### src/rtl/core/wtrs_pkg.sv
// Shared types, constants and helpers for the wavelet tree range rank/select unit.
// Used by the controller, the datapath and the top level; depends on nothing.
package wtrs_pkg;

   localparam int N_MAX     = 1024;
   localparam int IDX_W     = 10;
   localparam int CNT_W     = 11;
   localparam int VAL_W     = 16;
   localparam int LEVELS    = 16;
   localparam int LVL_W     = 4;
   localparam int QD_W      = 5;
   localparam int ROW_LEN   = N_MAX + 1;
   localparam int TBL_DEPTH = LEVELS * ROW_LEN;
   localparam int TBL_AW    = 15;
   localparam int CSR_IW    = 2;

   localparam logic [1:0] FUNC_LOAD  = 2'd0;
   localparam logic [1:0] FUNC_COUNT = 2'd1;
   localparam logic [1:0] FUNC_KTH   = 2'd2;

   localparam logic [CSR_IW-1:0] CSR_VALUE_LOW  = 2'd0;
   localparam logic [CSR_IW-1:0] CSR_VALUE_HIGH = 2'd1;

   localparam logic [LVL_W-1:0] LVL_LAST = 4'd15;

   typedef struct packed {
      logic [VAL_W-1:0] value;
      logic [VAL_W-1:0] lo;
      logic [VAL_W-1:0] hi;
   } elem_type;

   typedef struct packed {
      logic accept;
      logic sat_wr;
      logic lvl_start;
      logic p1_ex;
      logic p2_ex;
      logic q_head;
      logic q_rd;
      logic q_calc;
   } cmd_type;

   typedef struct packed {
      logic idx_last;
      logic node_split;
      logic node_end;
      logic row_end;
      logic lvl_last;
      logic q_term;
      logic q_rd_done;
      logic q_direct;
   } status_type;

   function automatic logic [TBL_AW-1:0] tbl_addr(input logic [LVL_W-1:0] lvl,
                                                  input logic [CNT_W-1:0] pos);
      tbl_addr = {1'b0, lvl, 10'b0} + {11'b0, lvl} + {4'b0, pos};
   endfunction

endpackage

### src/rtl/core/wtrs_ctrl.sv
// Sequencing state machine for loads, the tree build and the query walk.
// Depends on wtrs_pkg; drives the datapath by command and reads its status.
module wtrs_ctrl import wtrs_pkg::*; (
   input  logic       clock,
   input  logic       reset,
   input  logic       start,
   input  logic [1:0] req_func,
   input  logic       req_element_last,
   input  status_type status,
   output cmd_type    cmd,
   output logic       busy
);

   typedef enum logic [10:0] {
      S_IDLE   = 11'b00000000001,
      S_SAT_RD = 11'b00000000010,
      S_SAT_WR = 11'b00000000100,
      S_LVL    = 11'b00000001000,
      S_P1_RD  = 11'b00000010000,
      S_P1_EX  = 11'b00000100000,
      S_P2_RD  = 11'b00001000000,
      S_P2_EX  = 11'b00010000000,
      S_Q_HEAD = 11'b00100000000,
      S_Q_RD   = 11'b01000000000,
      S_Q_CALC = 11'b10000000000
   } state_type;

   state_type state_ff, state_in;

   always_ff @(posedge clock) begin
      if (reset) begin
         state_ff <= S_IDLE;
      end else begin
         state_ff <= state_in;
      end
   end

   assign busy = (state_ff != S_IDLE);

   always_comb begin
      state_in = state_ff;
      cmd = '0;
      unique case (state_ff)
         S_IDLE: begin
            if (start) begin
               cmd.accept = 1'b1;
               if (req_func == FUNC_LOAD) begin
                  if (req_element_last) state_in = S_SAT_RD;
               end else if (req_func == FUNC_COUNT || req_func == FUNC_KTH) begin
                  if (!status.q_direct) state_in = S_Q_HEAD;
               end
            end
         end
         S_SAT_RD: state_in = S_SAT_WR;
         S_SAT_WR: begin
            cmd.sat_wr = 1'b1;
            state_in = status.idx_last ? S_LVL : S_SAT_RD;
         end
         S_LVL: begin
            cmd.lvl_start = 1'b1;
            state_in = S_P1_RD;
         end
         S_P1_RD: state_in = S_P1_EX;
         S_P1_EX: begin
            cmd.p1_ex = 1'b1;
            state_in = (status.node_split || status.idx_last) ? S_P2_RD : S_P1_RD;
         end
         S_P2_RD: state_in = S_P2_EX;
         S_P2_EX: begin
            cmd.p2_ex = 1'b1;
            if (status.node_end) begin
               if (status.row_end) begin
                  state_in = status.lvl_last ? S_IDLE : S_LVL;
               end else begin
                  state_in = S_P1_RD;
               end
            end else begin
               state_in = S_P2_RD;
            end
         end
         S_Q_HEAD: begin
            cmd.q_head = 1'b1;
            state_in = status.q_term ? S_IDLE : S_Q_RD;
         end
         S_Q_RD: begin
            cmd.q_rd = 1'b1;
            if (status.q_rd_done) state_in = S_Q_CALC;
         end
         S_Q_CALC: begin
            cmd.q_calc = 1'b1;
            state_in = S_Q_HEAD;
         end
         default: state_in = S_IDLE;
      endcase
   end

endmodule

### config.mk
export PLATFORM = sky130hd
export DESIGN_NAME = wtrs_ctrl
export DESIGN_NICKNAME = d
export VERILOG_FILES = /design/src/rtl/core/wtrs_pkg.sv /design/src/rtl/core/wtrs_ctrl.sv
export SDC_FILE = /design/constraint.sdc
export NUM_CORES = 1
export LEC_CHECK = 0
export BUFFER_PORTS_ARGS = -buffer_cell sky130_fd_sc_hd__buf_2
export CAP_MARGIN = 20
export CORE_ASPECT_RATIO = 0.8
export CORE_MARGIN = 2
export CORE_UTILIZATION = 40
export DETAILED_ROUTE_END_ITERATION = 10
export REMOVE_ABC_BUFFERS = 1
export SETUP_SLACK_MARGIN = 0.5
export SLEW_MARGIN = 40
export SYNTH_ARGS = -nofsm -noshare
export SYNTH_HDL_FRONTEND = slang
export SYNTH_SLANG_ARGS = --single-unit
### constraint.sdc
create_clock -name clock -period 2.65 [get_ports clock]
set_clock_uncertainty 0.15 [all_clocks]
set_input_delay 0.53 -clock clock [delete_from_list [all_inputs] [get_ports clock]]
set_output_delay 0.53 -clock clock [all_outputs]
set_load 0.02 [all_outputs]
==> results_dict.tcl <==
set metrics [dict create \
    path_clk_slew_ps 70 \
    vias 907 \
    multi_input_area_um2 581 \
    ys_warn_count 0 \
    wirelength_um 2270 \
    synth_top_cell_by_area "dfxtp_1" \
    worst_setup_path_end_kind "output port" \
    worst_slew_pin_slew_ps 523 \
    fin_tns_setup_ps 0 \
    fmax_mhz 398 \
    p_sw_uw 206 \
    fp.dieArea_um2 2240 \
    worst-path-buf-inv 1 \
    cts_made_buffers 3 \
    clock_sinks 11 \
    drv_cap 0 \
    slew_headroom_pct 64.7 \
    yosysTopAreaCellShare_pct 29.3 \
    grt_pass1_wl_um 3470 \
    antenna_found_initial 0 \
    netlist_top_cells_area "dfxtp_1 29%, nor2_1 7.5%, nor4_1 4.2%" \
    drcViolationCount 0 \
    drive_above_1_share_pct 51.8 \
    port_buffers 22 \
    yosysMostFrequentCell "nor2_1" \
    setup_viol 0 \
    synth_area_um2 752 \
    combPwrFrac_pct 45.5 \
    start_util_pct 44.5 \
    postSynthAreaPerCell_um2 7.67 \
    rrSetupSlack_ps 550 \
    synthesis.instances 98 \
    htreeDepth 1 \
    yosys_most_used_dff "dfxtp_1" \
    synth-edff-count 0 \
    synth-seq-area-share_pct 29.3 \
    yosys.cell_types.count 37 \
    num_rows 13 \
    fill_cells 143 \
    ctsRootBufferMaster "clkbuf_4" \
    fin_nets 156 \
    pin_count 23 \
    criticalPathCategory "register to output port" \
    swShare_pct 35.3 \
    regMostFlops "state_ff" \
    ff_latch_area_um2 245 \
    path_cells "or4_4, nor4b_4, and2_4, buf_6" \
    final_cell_area_um2 1220 \
    power_frac_seq_pct 33.3 \
    cp_data_arrival_time_ps 1830 \
    powerDensity_nw_per_um2 476 \
    grt_pass1_vias 784 \
    async_flop_share_pct 0 \
    cts_tree "done" \
    min_period_over_period_pct 94.8 \
    netlist_top_cells_count "15 x nor2_1, 11 x dfxtp_1, 8 x inv_1" \
    min-delay-path-class "input port to register" \
    grt_use_total_pct 21.5 \
    cpPeakStageDelay_ps 570 \
    timing.final.crit_period_ps 2510 \
    wl_per_cell_um 14.0 \
    leakage_nw 0.551 \
    cts_buffer_depth 2 \
    crit_family "simple AND/OR/NAND/NOR gates" \
    hold_viol_final 0 \
    slew_viol_final 0 \
    clkPwrFrac_pct 21.2 \
    coreArea_um2 1690 \
    ys_ff_latch 11 \
    clk_latency_ps 280 \
    cp-start-kind "register" \
    area_growth_pct 62.4 \
    p_int_uw 376 \
    first_pass_iters 4 \
    crit_path_max_fanout 9 \
    rsz0062_at_grt "yes" \
    antenna_cells 0 \
    grt_remaining_overflow 0 \
    ant_nets 0 \
    die_x_um 52.5 \
    critPathRequiredTime_ps 1970 \
    status "finished clean" \
    grt_max_degree 10 \
    dp_hpwl_um 1460 \
    fp.dieH_um 42.8 \
    slowest_stage "or4_4" \
    drtIter0Drc 13 \
    via_per_inst 5.56 \
    largest_reg_flops 11 \
    top_regs "state_ff: 11 flops" \
    peakVddDrop_mv 0.266 \
    cts_hold_buf 0 \
    place_area_um2 903 \
    finalWeightedCongestion 0.880 \
]
final timing paths:
path / start / cells past startpoint / endpoint
min reg2reg: state_ff[10]$_SDFFE_PP0P_ / 2 / state_ff[8]$_SDFFE_PP0P_
max: state_ff[5]$_SDFFE_PP0P_ / 4 / cmd[7]
min: reset / 2 / state_ff[10]$_SDFFE_PP0P_
max reg2reg: state_ff[5]$_SDFFE_PP0P_ / 6 / state_ff[5]$_SDFFE_PP0P_
area by class of cell:
| cell class | instances | area share (%) |
|---|---|---|
| inverter | 8 | 2.46 |
| multi-input combinational | 77 | 47.5 |
| tap | 22 | 2.25 |
| clock buffer | 4 | 2.15 |
| sequential | 11 | 20.1 |
| timing repair buffer | 41 | 25.5 |
layer usage:
metal  global-route usage [%]  vias up  wire (um)
met5                        0        -          0
met4                     8.72        0         35
met3                     7.75        4        124
met2                     30.3       30       1100
met1                     29.3      430       1020
li1                         -      443          -
power by group through the flow:
stage / logic [mW] / clock network, mW / registers, mW
after floorplan: 0.123 / 0 / 0.190
after global placement: 0.186 / 0 / 0.194
after detailed placement: 0.186 / 0 / 0.194
after CTS: 0.228 / 0.124 / 0.192
after global routing: 0.283 / 0.137 / 0.196
final: 0.265 / 0.123 / 0.194
per-stage QoR:
stage | utilization, % | power (mW) | hold slack (ps) | instances | setup WS [ps]
floorplan | - | 0.313 | 318 | 96 | 207
global placement | 53.4 | 0.380 | 370 | 144 | 381
detailed placement | 53.4 | 0.379 | 374 | 144 | 312
CTS | 63.1 | 0.544 | 292 | 158 | 150
global route | 72.2 | 0.617 | 290 | 163 | 85.8
finish | 72.2 | 0.582 | 294 | 163 | 137
repair_timing:
item                       4_1_cts  5_1_grt
pin swaps                        1        6
hold endpoints to repair         0        0
setup buffers                   10        5
resized for setup               19       31
setup endpoints to repair        9       15
cells in the final DEF, fill, tap and decap left out, types with 2 or more instances in the layout:
cell / Yosys / final
a22oi_1: 2 / 2
nand4_1: 2 / 2
buf_2: 1 / 15
buf_4: 0 / 15
buf_6: 1 / 11
or4_4: 2 / 2
xor2_1: 2 / 2
nor2_1: 15 / 15
nor4_4: 0 / 3
clkbuf_4: 0 / 3
a21oi_1: 5 / 5
dfxtp_2: 0 / 5
nor3_1: 4 / 2
nand2b_1: 3 / 3
or2b_1: 2 / 2
nand2_1: 5 / 5
nor4_2: 0 / 2
dfxtp_4: 0 / 5
and2_4: 0 / 2
inv_1: 8 / 8
o21ai_0: 5 / 5
o211ai_1: 3 / 3
nor2b_1: 2 / 2
nor3_2: 0 / 2
and4_4: 1 / 2
kinds of logic after synthesis:
kind of cell    share of synthesized area [%]
compound gates                           19.8
xor+xnor                                 2.33
buf+inv                                  6.16
flops                                    29.3
simple gates                             42.4
(Power assumes the default switching activity.)
